===== src/hw/rtl/pixel_mask_collision_test_defines.svh =====
`ifndef PIXEL_MASK_COLLISION_TEST_DEFINES_SVH
`define PIXEL_MASK_COLLISION_TEST_DEFINES_SVH

// Check that cons holds in the same cycle as ante.
`define PMCT_ASSERT_SAME(label, ante, cons, msg) \
    label: assert property (@(posedge aclk) disable iff (!aresetn) (ante) |-> (cons)) \
        else $error(msg);

// Check that cons holds in the cycle after ante.
`define PMCT_ASSERT_NEXT(label, ante, cons, msg) \
    label: assert property (@(posedge aclk) disable iff (!aresetn) (ante) |=> (cons)) \
        else $error(msg);

`endif


===== src/hw/rtl/pmct_pkg.sv =====
`timescale 1ns / 1ps

package pmct_pkg;

    localparam int MASK_W_DEF    = 64;
    localparam int MASK_H_DEF    = 64;
    localparam int NUM_SLOTS_DEF = 8;

    // Field width of positions and sizes, and the wider geometry width.
    localparam int FW = 12;
    localparam int CW = 14;

    localparam logic [1:0] ACT_MASK  = 2'd0;
    localparam logic [1:0] ACT_RECT  = 2'd1;
    localparam logic [1:0] ACT_QUERY = 2'd2;

    typedef logic signed [CW-1:0] coord_t;

    typedef struct packed {
        logic [1:0]    action;
        logic          sprite_sel;
        logic [2:0]    slot_a;
        logic [2:0]    slot_b;
        logic [FW-1:0] pos_x;
        logic [FW-1:0] pos_y;
        logic [FW-1:0] rect_w;
        logic [FW-1:0] rect_h;
        logic          mask_bit;
        logic          pixel_exact;
    } item_t;

    typedef struct packed {
        logic bad_slot;
        logic hit;
    } res_t;

    typedef struct packed {
        logic [FW-1:0] h;
        logic [FW-1:0] w;
        logic [FW-1:0] y;
        logic [FW-1:0] x;
    } rect_t;

    typedef struct packed {
        logic done;
        logic hit;
    } walk_stat_t;

    function automatic coord_t sx(input logic [FW-1:0] v);
        return {{(CW-FW){v[FW-1]}}, v};
    endfunction

    function automatic coord_t zx(input logic [FW-1:0] v);
        return {{(CW-FW){1'b0}}, v};
    endfunction

    function automatic coord_t cmax(input coord_t a, input coord_t b);
        return (a > b) ? a : b;
    endfunction

    function automatic coord_t cmin(input coord_t a, input coord_t b);
        return (a < b) ? a : b;
    endfunction

endpackage


===== src/hw/rtl/pmct_walk.sv =====
`timescale 1ns / 1ps

module pmct_walk import pmct_pkg::*; #(
    parameter int MASK_W = MASK_W_DEF,
    parameter int MASK_H = MASK_H_DEF,
    localparam int AW = $clog2(MASK_W * MASK_H),
    localparam int XW = $clog2(MASK_W),
    localparam int YW = $clog2(MASK_H)
) (
    input  logic          aclk,
    input  logic          aresetn,
    input  logic          start,
    input  logic [AW-1:0] start_a0,
    input  logic [AW-1:0] start_a1,
    input  logic [XW-1:0] x_last,
    input  logic [YW-1:0] y_last,
    output logic          rd_en,
    output logic [AW-1:0] rd_addr0,
    output logic [AW-1:0] rd_addr1,
    input  logic          rd_bit0,
    input  logic          rd_bit1,
    output walk_stat_t    stat
);

    localparam logic [AW-1:0] ROW_STEP = AW'(MASK_W);

    logic          active_reg, active_next;
    logic          pend_reg, pend_next;
    logic          last_reg, last_next;
    logic [AW-1:0] a0_reg, a0_next, a1_reg, a1_next;
    logic [AW-1:0] row0_reg, row0_next, row1_reg, row1_next;
    logic [XW-1:0] xc_reg, xc_next, xl_reg, xl_next;
    logic [YW-1:0] yc_reg, yc_next, yl_reg, yl_next;
    logic          hit_now, done, is_last;

    assign hit_now  = pend_reg & rd_bit0 & rd_bit1;
    assign done     = pend_reg & (hit_now | last_reg);
    assign is_last  = (xc_reg == xl_reg) && (yc_reg == yl_reg);
    assign rd_en    = active_reg & ~done;
    assign rd_addr0 = a0_reg;
    assign rd_addr1 = a1_reg;
    assign stat     = '{done: done, hit: hit_now};

    always_comb begin
        active_next = active_reg;
        pend_next   = 1'b0;
        last_next   = last_reg;
        a0_next     = a0_reg;
        a1_next     = a1_reg;
        row0_next   = row0_reg;
        row1_next   = row1_reg;
        xc_next     = xc_reg;
        yc_next     = yc_reg;
        xl_next     = xl_reg;
        yl_next     = yl_reg;
        if (start) begin
            active_next = 1'b1;
            last_next   = 1'b0;
            a0_next     = start_a0;
            a1_next     = start_a1;
            row0_next   = start_a0;
            row1_next   = start_a1;
            xc_next     = '0;
            yc_next     = '0;
            xl_next     = x_last;
            yl_next     = y_last;
        end else if (rd_en) begin
            // Issue one pixel pair, then step along the row or wrap to the next.
            pend_next   = 1'b1;
            last_next   = is_last;
            active_next = ~is_last;
            if (xc_reg == xl_reg) begin
                xc_next   = '0;
                yc_next   = yc_reg + 1'b1;
                row0_next = row0_reg + ROW_STEP;
                row1_next = row1_reg + ROW_STEP;
                a0_next   = row0_reg + ROW_STEP;
                a1_next   = row1_reg + ROW_STEP;
            end else begin
                xc_next = xc_reg + 1'b1;
                a0_next = a0_reg + 1'b1;
                a1_next = a1_reg + 1'b1;
            end
        end else if (done) begin
            active_next = 1'b0;
        end
    end

    always_ff @(posedge aclk) begin
        if (!aresetn) begin
            active_reg <= 1'b0;
            pend_reg   <= 1'b0;
            last_reg   <= 1'b0;
        end else begin
            active_reg <= active_next;
            pend_reg   <= pend_next;
            last_reg   <= last_next;
        end
        a0_reg   <= a0_next;
        a1_reg   <= a1_next;
        row0_reg <= row0_next;
        row1_reg <= row1_next;
        xc_reg   <= xc_next;
        yc_reg   <= yc_next;
        xl_reg   <= xl_next;
        yl_reg   <= yl_next;
    end

endmodule


===== config.mk =====
export PLATFORM = sky130hd
export DESIGN_NAME = pmct_walk
export DESIGN_NICKNAME = d
export VERILOG_FILES = /design/src/hw/rtl/pixel_mask_collision_test_defines.svh /design/src/hw/rtl/pmct_pkg.sv /design/src/hw/rtl/pmct_walk.sv
export SDC_FILE = /design/constraint.sdc
export NUM_CORES = 1
export LEC_CHECK = 0
export BUFFER_PORTS_ARGS = -buffer_cell sky130_fd_sc_hd__buf_2
export CAP_MARGIN = 20
export CORE_MARGIN = 2
export CORE_UTILIZATION = 50
export DETAILED_ROUTE_END_ITERATION = 10
export PLACE_DENSITY = 0.73
export SYNTH_ARGS = -nofsm -noshare
export SYNTH_HDL_FRONTEND = slang
export SYNTH_SLANG_ARGS = --single-unit
export TNS_END_PERCENT = 20

===== constraint.sdc =====
create_clock -name aclk -period 2.6 [get_ports aclk]
set_input_delay 0.52 -clock aclk [delete_from_list [all_inputs] [get_ports aclk]]
set_output_delay 0.52 -clock aclk [all_outputs]
set_load 0.01 [all_outputs]

==> results by group, run 1 <==
Floorplan
  • Starting Density: 0.5082
  • Core area: ~0.0076 mm2
  • IO Pins: between 60 and 70
  • Die Height: 92.16 um
  • Die width: slightly above 90 um
  • Die ar.: around 0.0085 mm2
  • Floorplan row count: 32

Clocking
  • Post-CTS Resized: 0
  • Hold_buf cts: 0
  • Total CTS buffers: 9
  • CTS tree: built
  • Post-CTS Setup Bufs: 0
  • Clock slew seen by the registers of the worst setup and hold paths: ~90 ps
  • Max clock buf depth: 2
  • Root Buffer Master: clkbuf_8
  • H-Tree Depth: 3
  • Worst skew pair latency: between 300 and 400 ps
  • Clock sinks: 75

Placed design
  • DP Wirelength: around 5.5 mm
  • Port buffer count: 67
  • Final GP Congestion: about 0.79

Logic synthesis
  • Post-synthesis async set-or-reset flop share: 0
  • Yosys Warn Count: 0
  • Yosys reg bits: 75
  • Count of cell types in the netlist: 44
  • Post-synthesis mux area share: 0.05441
  • Synth Area in XOR/XNOR: 0.1024
  • Cell Area, Synth: roughly 0.0039 mm2
  • Post-synthesis simple-gate area fraction: 0.1452
  • Syn nets: 391
  • Gate Count Post-Synth: around 340
  • Syn_area_per_cell: approximately 11 um2
  • Post-synthesis sequential area ratio: 0.5409
  • Compound-gate portion of the synthesized area: 0.1040
  • Synth Area in Adders: 0.01932
  • Main synth FF type: edfxtp_1
  • Post-synth EDFFs: 60
  • Largest family of logic cells by synthesized area: simple AND/OR/NAND/NOR gates

Drt
  • Post-DR wirelength/cell: between 15 and 20 um
  • Highest routed metal layer: met4
  • Via count: around 2800
  • ANT nets after route: 0
  • Post-route DRC: 0
  • DRT met1 WL: between 3 and 4 mm
  • WL met3: roughly 350 um
  • Met2 Routed Length: 3.658 mm
  • Drt first pass iters: 7
  • Post-Route WL: just under 8 mm
  • Vias per cell: between 5 and 6
  • DR iter-0 viols: 205

GRT
  • GRT Overall Usage: 0.1936
  • Number of global-route vias before repair: 2687
  • First-pass GRT wire length: around 13 mm
  • Grt total ovfl: 0
  • Largest net degree at the start of global routing: 35
  • Initial antenna violation count: 0

STA
  • Slew of the pin with the lowest slew margin: approximately 540 ps
  • Max Clock Skew: between 15 and 20 ps
  • Unrepaired setup endpoints after global routing: false
  • Min Tclk post-route: approximately 2100 ps
  • Endpoints failing setup: 0
  • Tcrit/Tclk final: 0.8120
  • Slew margin rel.: 0.6417
  • Slew Limit Fails: 0
  • Hold Violations, Final: 0
  • Setup TNS: 0 ps
  • Fmax: around 470 MHz

Setup path
  • CP max FO: 18
  • Crit path cell chain: xnor2_2 > nand4_4 > or2_1 > buf_4 > o21ai_0 > buf_4
  • Worst stage delay on the critical path: 420 ps
  • Buf/Inv on CP: 2
  • Most used cell, CP: buf_4
  • Cell family with most CP delay: simple AND/OR/NAND/NOR gates
  • Req. time, crit path: 2640 ps
  • Crit. End Element: flip-flop
  • Slowest-stage cell, CP: edfxtp_1
  • Setup CP Type: reg -> reg
  • Startpoint class of the critical path: flip-flop
  • Arr. time, crit path: between 2000 and 2500 ps

Power
  • Static Leakage: 1.750 nW
  • Worst vdd ir: around 0.00037 V
  • Power per Cell Area: around 610 mW/mm2
  • Total power: ~2.8 mW

Finish
  • Layout area overhead: 16.16%
  • # nets final: about 460
  • Share of cells above drive strength 1: 0.2734
  • Fill count: about 640
  • Antenna Cells: 0

Job
  • Max cap viols: 0

Run status
  • Status: finished clean

Worst hold path
  • HP Class: in -> reg
## synthesized netlist by cell type (9+ instances only)
library cell | instances | share of area
dfxtp_1 | 15 | 0.077
a21oi_1 | 15 | 0.019
o21ai_0 | 24 | 0.031
xnor2_1 | 21 | 0.047
mux2i_1 | 11 | 0.028
and2_1 | 12 | 0.019
edfxtp_1 | 60 | 0.46
xor2_1 | 17 | 0.038
o21bai_1 | 10 | 0.019
nand2_1 | 23 | 0.022
inv_1 | 11 | 0.011
mux2_2 | 9 | 0.026
nor3_1 | 12 | 0.015
nor2_1 | 13 | 0.013
nand3_1 | 21 | 0.027
clkbuf_1 | 12 | 0.012
## layout make-up
type                       instances  area, um2  share of cell area
tap                              102      127.6             0.02827
clock buffer                      10      148.9             0.03298
clock inverter                     6      42.54            0.009424
multi-input combinational        239       1653              0.3661
sequential                        75       2102              0.4656
timing repair buffer              75      395.4             0.08758
inverter                          12      45.04            0.009978
## per-stage QoR
stage / setup WS, ps / cells / area (um2) / utilization / hold slack, ps
floorplan: 52.78 / 344 / 3886 / - / 433.7
global placement: 526.0 / 503 / 4323 / 0.5653 / 450.0
detailed placement: 504.9 / 503 / 4323 / 0.5653 / 453.0
CTS: 483.9 / 519 / 4514 / 0.5903 / 331.7
global route: 335.4 / 519 / 4514 / 0.5903 / 317.7
finish: 488.7 / 519 / 4514 / 0.5903 / 339.1
## report_power, final
group / switching (mW) / internal (mW) / total (mW)
clock: 0.450 / 0.410 / 0.861
sequential: 0.0815 / 1.42 / 1.50
combinational: 0.225 / 0.188 / 0.413
total: 0.757 / 2.02 / 2.78
## routing by layer
metal  vias up  GRT usage
li1       1382          -
met1      1298     0.2747
met2        74     0.3033
met3        10    0.04684
met4         0    0.04353
met5         -          0
## path summary, 6_finish.rpt
path,from,cells after the start,slack (ps),endpoint
worst min register to register,last_reg,2,460,last_reg
worst max-delay path,xl_reg[5],6,490,row1_reg[6]
worst min-delay path,y_last[5],1,340,yl_reg[5]
worst max register to register,xl_reg[5],6,490,row1_reg[6]
## worst reg2reg max path: stages (launching register included)
cell      delay (ps)
edfxtp_1         420
xnor2_2          180
nand4_4          260
or2_1            310
buf_4            210
o21ai_0          180
buf_4            230
## cells by family after synthesis
logic type               count (synthesis)
flip-flops                              75
buffers and inverters                   30
XOR/XNOR                                42
AND/OR/NAND/NOR                        106
multiplexers                            20
adder cells (fa/ha/maj)                  6
AO/OA/AOI/OAI                           65
## cell usage in the layout, fill, tap and decap left out, drive strengths merged, types with 13 or more instances in the layout
| cell type | synthesis | layout |
|---|---|---|
| nor3 | 13 | 13 |
| a21oi | 15 | 15 |
| nor2 | 14 | 14 |
| inv | 12 | 15 |
| edfxtp | 60 | 60 |
| buf | 6 | 75 |
| dfxtp | 15 | 15 |
| xor2 | 17 | 17 |
| o21ai | 25 | 25 |
| xnor2 | 25 | 25 |
| nand2 | 24 | 24 |
| nand3 | 21 | 21 |
Note: power is estimated with default switching activity, not from simulation.
==> inputs of run 2 (changes only) <==
Settings changed: ABC_AREA set to 1.
Clock period 2.6 ns to 1.75 ns, I/O delays scaled along.
==> results by group, run 2 <==
Run status
  • Status: finished clean (unchanged)

Logic synthesis
  • Synth area leaders: edfxtp_1 45%, nand2_1 15%, dfxtp_1 7.5%, inv_1 5.3%, nand3_1 3.8% (was edfxtp_1 46%, dfxtp_1 7.7%, xnor2_1 4.7%, xor2_1 3.8%, o21ai_0 3.1%)
  • Yosys top cell by area: edfxtp_1 (unchanged)
  • Post-synthesis async set-or-reset flop share: 0 (unchanged)
  • Most common cell in the synthesized netlist: nand2_1 (was edfxtp_1)
  • Main synth FF type: edfxtp_1 (unchanged)
  • Syn nets: 518 (was 391)
  • Synth cell count leaders: 161 x nand2_1, 60 x edfxtp_1, 57 x inv_1 (was 60 x edfxtp_1, 24 x o21ai_0, 23 x nand2_1)
  • Yosys reg bits: 75 (unchanged)
  • Syn_area_per_cell: 8.493 um2 (was 11.30 um2)
  • Count of cell types in the netlist: 33 (was 44)
  • Post-synthesis sequential area ratio: 0.5255 (was 0.5409)
  • Area fraction of the dominant cell type after synthesis: 0.4504 (was 0.4636)
  • Yosys Warn Count: 0 (unchanged)
  • Cell Area, Synth: 0.004000 mm2 (was 0.003886 mm2)
  • Gate Count Post-Synth: 471 (was 344)
  • Post-synth EDFFs: 60 (unchanged)

Setup path
  • Req. time, crit path: 1400 ps (was 2640 ps)
  • CP max FO: 10 (was 18)
  • Buf/Inv on CP: 3 (was 2)
  • Crit. End Element: output port (was flip-flop)
  • Worst stage delay on the critical path: 310 ps (was 420 ps)
  • R2R cell count: 8 (was 6)
  • Crit path depth: 5 (was 6)
  • Startpoint class of the critical path: flip-flop (unchanged)
  • Setup CP Type: reg -> out (was reg -> reg)
  • Crit path cell chain: nand3_1 > nand3_1 > inv_1 > buf_6 > buf_2 (was xnor2_2 > nand4_4 > or2_1 > buf_4 > o21ai_0 > buf_4)
  • Cell family with most CP delay: buffers and inverters (was simple AND/OR/NAND/NOR gates)
  • Arr. time, crit path: 1320 ps (was 2150 ps)
  • Slowest-stage cell, CP: dfxtp_1 (was edfxtp_1)
  • Most used cell, CP: nand3_1 (was buf_4)

Finish
  • Commonest non-fill, non-tap cell in the layout: nand2_1 (was buf_2)
  • Share of cells above drive strength 1: 0.2022 (was 0.2734)
  • # nets final: 596 (was 459)
  • Most frequent cells in the layout: 161 x nand2_1, 67 x buf_2, 60 x edfxtp_1 (was 67 x buf_2, 60 x edfxtp_1, 24 x o21ai_0)
  • Antenna Cells: 0 (unchanged)
  • Layout area overhead: 17.99% (was 16.16%)

Placed design
  • Final GP Congestion: 0.8818 (was 0.7945)
  • Dpl ws: 28.77 ps (was 504.9 ps)
  • DP Wirelength: 5.661 mm (was 5.539 mm)
  • Port buffer count: 67 (unchanged)

Floorplan
  • IO Pins: 68 (unchanged)
  • Starting Density: 0.5176 (was 0.5082)
  • Die width: 93.45 um (was 92.16 um)
  • Core area: 0.007727 mm2 (was 0.007647 mm2)
  • Floorplan row count: 32 (unchanged)
  • Die Height: 93.45 um (was 92.16 um)
  • Die ar.: 0.008732 mm2 (was 0.008493 mm2)

STA
  • Unrepaired setup endpoints after global routing: false (unchanged)
  • Slew Limit Fails: 0 (unchanged)
  • Endpoints failing setup: 0 (unchanged)
  • Setup TNS: 0 ps (unchanged)
  • Slew margin rel.: 0.7452 (was 0.6417)
  • Worst Setup Slack, final: 76.88 ps (was 488.7 ps)
  • WHS: 179.1 ps (was 339.1 ps)
  • Tcrit/Tclk final: 0.9561
  • Hold Violations, Final: 0 (unchanged)
  • Slew of the pin with the lowest slew margin: 379.3 ps (was 536.8 ps)
  • Max Clock Skew: 11.20 ps (was 18.01 ps)
  • Fmax: 597.7 MHz
  • Min Tclk post-route: around 1700 ps

Power
  • Switching part of the total: 0.2704 (was 0.2729)
  • Total power: 4.070 mW (was 2.775 mW)
  • Worst vdd ir: 0.0004079 V (was 0.0003725 V)
  • Net Switching: 1.100 mW (was 757.4 uW)
  • Static Leakage: 2.228 nW (was 1.750 nW)
  • Power per Cell Area: 862.3 mW/mm2 (was 614.7 mW/mm2)
  • Int Pwr: 2.969 mW (was 2.018 mW)
  • Power share of the clock group: 0.293 (was 0.310)
  • Reg power frac: 0.546 (was 0.541)
  • Comb power frac: 0.161 (was 0.149)

Drt
  • Post-DR wirelength/cell: 12.53 um (was 15.10 um)
  • Via count: 3311 (was 2764)
  • Post-Route WL: 8.217 mm (was 7.836 mm)
  • Vias per cell: 5.047 (was 5.326)
  • ANT nets after route: 0 (unchanged)
  • DR iter-0 viols: 148 (was 205)
  • Drt first pass iters: 4 (was 7)
  • Post-route DRC: 0 (unchanged)

GRT
  • Grt total ovfl: 0 (unchanged)
  • Number of global-route vias before repair: 3188 (was 2687)
  • Largest net degree at the start of global routing: 57 (was 35)
  • GRT Overall Usage: 0.2000 (was 0.1936)
  • Initial antenna violation count: 0 (unchanged)
  • First-pass GRT wire length: 13.89 mm (was 12.99 mm)

Clocking
  • H-Tree Depth: 3 (unchanged)
  • Clock slew seen by the registers of the worst setup and hold paths: 70 ps (was 90 ps)
  • Clock sinks: 75 (unchanged)
  • Worst skew pair latency: 340 ps (was 350 ps)
  • Max clock buf depth: 2 (unchanged)
  • Root Buffer Master: clkbuf_8 (unchanged)
  • Hold_buf cts: 0 (unchanged)
  • CTS tree: built (unchanged)
  • Total CTS buffers: 9 (unchanged)

Worst hold path
  • Hold Crit Depth: 1 (unchanged)
  • HP Class: in -> reg (unchanged)

Job
  • Max cap viols: 0 (unchanged)
## run 2: cell types whose count changed after synthesis, sizes merged, moves of 5 or more
cell,change
nor2,+26
buf,+6
nor3,-9
a21oi,-5
mux2,-9
and2,-12
nor4,-5
o21bai,-10
clkbuf,-10
nand3,+11
nand2,+140
xnor2,-16
mux2i,-11
inv,+46
## run 2: power by group through the flow
| stage | logic [mW] | clock network, mW | registers [mW] |
|---|---|---|---|
| detailed placement | 0.648 | 0 | 2.26 |
| CTS | 0.653 | 1.20 | 2.22 |
| finish | 0.657 | 1.19 | 2.22 |
| global placement | 0.635 | 0 | 2.25 |
| global route | 0.750 | 1.28 | 2.24 |
| floorplan | 0.375 | 0 | 2.28 |
## run 2: cell type report
cell class | instances | area [um2]
Inverter | 59 | 221.5
Clock buffer | 13 | 158.9
Fill cell | 669 | 3008
Sequential cell | 75 | 2103
Clock inverter | 3 | 13.76
Multi-Input combinational cell | 323 | 1600
Timing Repair Buffer | 81 | 494.2
Tap cell | 102 | 127.6
## run 2: cell families (layout without fill, tap and decap cells)
kind of cell / Yosys count / count (layout) / share of synthesized area
AOI/OAI and AO/OA: 44 / 44 / 0.06131
buffers and inverters: 73 / 156 / 0.07945
adders and majority gates: 6 / 6 / 0.01877
DFF: 75 / 75 / 0.5255
xor gates and xnor gates: 22 / 22 / 0.04817
and+or+nand+nor: 251 / 251 / 0.2668
## run 2: timing repair
action | 4_1_cts | 5_1_grt
gates resized for setup | 0 | 8
buffers inserted | 0 | 2
setup endpoints to repair | 0 | 34
## run 2: worst paths after layout
path,start,to,slack [ps]
worst max register to register,rd_addr1[1],rd_addr1[10],160
worst min-delay path,y_last[3],yl_reg[3],180
worst min register to register,yc_reg[4],yc_reg[4],480
worst max-delay path,pend_reg,rd_en,80
## run 2: worst reg2reg max path: cells and delay by family, from the launching register on
kind / cells / cell delay [ps]
xor gates and xnor gates: 1 / 160
and+or+nand+nor: 6 / 610
adders and majority gates: 1 / 200
DFF: 1 / 390
## run 2: layer usage
metal / up-vias / wire [um] / share of wire / global-route usage
met5: - / 0 / 0 / 0
met2: 78 / 4103 / 0.50 / 0.3561
li1: 1680 / - / - / -
met4: 0 / 116 / 0.014 / 0.06740
met1: 1543 / 3614 / 0.44 / 0.2449
met3: 10 / 382 / 0.046 / 0.03384
## run 2: stage by stage
step,cells,cell area (um2),util
final,656,4720,0.6108
after global routing,656,4720,0.6108
after CTS,654,4679,0.6056
after detailed placement,638,4507,0.5832
after global placement,638,4507,0.5832
after floorplan,471,4000,-
==> inputs of run 3 (changes only) <==
Settings changed: ABC_AREA 1 to unset.
==> results by group, run 3 (synthesized netlist as in run 1, its figures left out) <==
Drt
  • DRT met1 WL: 3.757 mm (was 3.614 mm)
  • WL met3: 407 um (was 382 um)
  • Via count: 2883 (was 3311)
  • Post-route DRC: 0 (unchanged)
  • ANT nets after route: 0 (unchanged)
  • Post-Route WL: 8.181 mm (was 8.217 mm)
  • DR iter-0 viols: 223 (was 148)
  • Vias per cell: 5.271 (was 5.047)
  • Drt first pass iters: 4 (unchanged)
  • Post-DR wirelength/cell: 14.96 um (was 12.53 um)
  • Met2 Routed Length: 3.947 mm (was 4.103 mm)
  • Highest routed metal layer: met4 (unchanged)

Setup path
  • Req. time, crit path: 2030 ps (was 1400 ps)
  • Critical R2R Capture: yc_reg[4] (was rd_addr1[10])
  • Crit. End Element: flip-flop (was output port)
  • CP max FO: 13 (was 10)
  • Setup CP Type: reg -> reg (was reg -> out)
  • R2R cell count: 6 (was 8)
  • Startpoint class of the critical path: flip-flop (unchanged)
  • Reg2reg start: xl_reg[5] (was rd_addr1[1])
  • R2R Setup Slk: 3 ps (was 160 ps)
  • Arr. time, crit path: 2030 ps (was 1320 ps)

Finish
  • Layout area overhead: 24.05% (was 17.99%)
  • Area occupied by multi-input gates: 0.001717 mm2 (was 0.001600 mm2)
  • Final cell count without fillers: 547 (was 656)
  • Share of cells above drive strength 1: 0.3371 (was 0.2022)
  • # nets final: 487 (was 596)
  • Reg area: 0.002102 mm2 (was 0.002103 mm2)
  • Commonest non-fill, non-tap cell in the layout: buf_2 (was nand2_1)
  • Finished Core Util: 0.6304 (was 0.6108)
  • Antenna Cells: 0 (unchanged)
  • Design area: 0.004821 mm2 (was 0.004720 mm2)
  • Fill count: 655 (was 669)
  • Most frequent cells in the layout: 67 x buf_2, 60 x edfxtp_1, 29 x buf_4 (was 161 x nand2_1, 67 x buf_2, 60 x edfxtp_1)

GRT
  • Grt total ovfl: 0 (unchanged)
  • Number of global-route vias before repair: 2725 (was 3188)
  • First-pass GRT wire length: 13.20 mm (was 13.89 mm)
  • Initial antenna violation count: 0 (unchanged)
  • Largest net degree at the start of global routing: 70 (was 57)
  • GRT Overall Usage: 0.2021 (was 0.2000)

Placed design
  • Post-place instance area: 0.004584 mm2 (was 0.004507 mm2)
  • Final GP Congestion: 0.8712 (was 0.8818)
  • Dpl ws: -62.87 ps (was 28.77 ps)
  • Dpl cells: 531 (was 638)
  • DP Wirelength: 5.904 mm (was 5.661 mm)
  • Port buffer count: 67 (unchanged)

Floorplan
  • Die width: 92.16 um (was 93.45 um)
  • Starting Density: 0.5082 (was 0.5176)
  • Floorplan row count: 32 (unchanged)
  • Die ar.: 0.008493 mm2 (was 0.008732 mm2)
  • Core area: 0.007647 mm2 (was 0.007727 mm2)
  • IO Pins: 68 (unchanged)
  • Die Height: 92.16 um (was 93.45 um)

Worst hold path
  • HP Class: in -> reg (unchanged)
  • Hold Path Sink: yl_reg[2] (was yl_reg[3])
  • Hold path start: y_last[2] (was y_last[3])
  • Hold Crit Depth: 1 (unchanged)

Clocking
  • Total CTS buffers: 9 (unchanged)
  • Clock slew seen by the registers of the worst setup and hold paths: 70 ps (about the same)
  • Root Buffer Master: clkbuf_8 (unchanged)
  • Worst skew pair latency: 350 ps (was 340 ps)
  • Clock sinks: 75 (unchanged)
  • Max clock buf depth: 2 (unchanged)
  • H-Tree Depth: 3 (unchanged)
  • Hold_buf cts: 0 (unchanged)
  • CTS tree: built (unchanged)

Power
  • Worst vdd ir: 0.0006722 V (was 0.0004079 V)
  • Static Leakage: 1.899 nW (was 2.228 nW)
  • Power share of the clock group: 0.282 (was 0.293)
  • Comb power frac: 0.178 (was 0.161)
  • Power per Cell Area: 850.8 mW/mm2 (was 862.3 mW/mm2)
  • Int Pwr: 3.010 mW (was 2.969 mW)
  • Reg power frac: 0.541 (was 0.546)
  • Total power: 4.102 mW (was 4.070 mW)
  • Switching part of the total: 0.2661 (was 0.2704)
  • Net Switching: 1.092 mW (was 1.100 mW)

Job
  • Max cap viols: 0 (unchanged)

STA
  • Max Clock Skew: 10.32 ps (was 11.20 ps)
  • Endpoints failing setup: 0 (unchanged)
  • WHS: 178.9 ps (was 179.1 ps)
  • Slew of the pin with the lowest slew margin: 355.6 ps (was 379.3 ps)
  • Unrepaired setup endpoints after global routing: true (was false)
  • Fmax: 572.3 MHz (was 597.7 MHz)
  • Tcrit/Tclk final: 0.9985 (was 0.9561)
  • Setup TNS: 0 ps (unchanged)
  • Slew margin rel.: 0.7607 (was 0.7452)
  • Hold Violations, Final: 0 (unchanged)
  • Slew Limit Fails: 0 (unchanged)
  • Min Tclk post-route: 1747 ps (was 1673 ps)
  • Worst Setup Slack, final: 2.685 ps (was 76.88 ps)

Run status
  • Status: finished clean (unchanged)
==> run 3: changes by cell type in the layout (fill, tap and decap cells not counted), sizes merged, moves of 10 or more <==
cell / change
and2: +12
buf: +22
inv: -46
mux2i: +11
nand2: -140
nand3: -11
nor2: -26
o21bai: +10
xnor2: +16
==> run 3: how the worst max path moves through the flow <==
stage / end / slack (ps) / cells past startpoint / startpoint
after detailed placement: yc_reg[4] / -60 / 7 / rd_bit1
after floorplan: row0_reg[10] / -110 / 6 / xl_reg[0]
final: yc_reg[4] / 3 / 6 / xl_reg[5]
after global routing: yc_reg[4] / -130 / 6 / xl_reg[5]
after CTS: rd_addr0[9] / 8 / 7 / xl_reg[0]
after global placement: yc_reg[4] / -8 / 7 / rd_bit1
==> run 3: final cells by class <==
type	count	share of cell area
Sequential cell	75	0.4360
Clock inverter	3	0.003114
Timing Repair Buffer	103	0.1381
Tap cell	102	0.02647
Multi-Input combinational cell	239	0.3561
Inverter	12	0.009343
Clock buffer	13	0.03089
==> run 3: critical path, stage by stage, from the launching register on <==
cell and delay (ps):
edfxtp_1 410, xnor2_2 190, nand4_4 140, buf_8 180, nor3_4 140, or4b_4 490
a21oi_2 140
==> run 3: per-layer routing <==
metal | track usage | vias to the layer above
met5 | 0 | -
li1 | - | 1436
met3 | 0.03533 | 4
met4 | 0.08209 | 0
met1 | 0.2809 | 1378
met2 | 0.3156 | 65
==> run 3: what timing repair did <==
item                       4_1_cts  5_1_grt
setup endpoints to repair       11       27
setup buffers                    0        0
pin swaps                        0        1
gates resized for setup          2       18
==> run 3: power groups by stage <==
stage | Clock (mW) | Sequential (mW) | Combinational, mW
global route | 1.24 | 2.24 | 0.811
finish | 1.15 | 2.22 | 0.730
detailed placement | 0 | 2.25 | 0.711
global placement | 0 | 2.25 | 0.694
CTS | 1.18 | 2.22 | 0.717
floorplan | 0 | 2.28 | 0.375
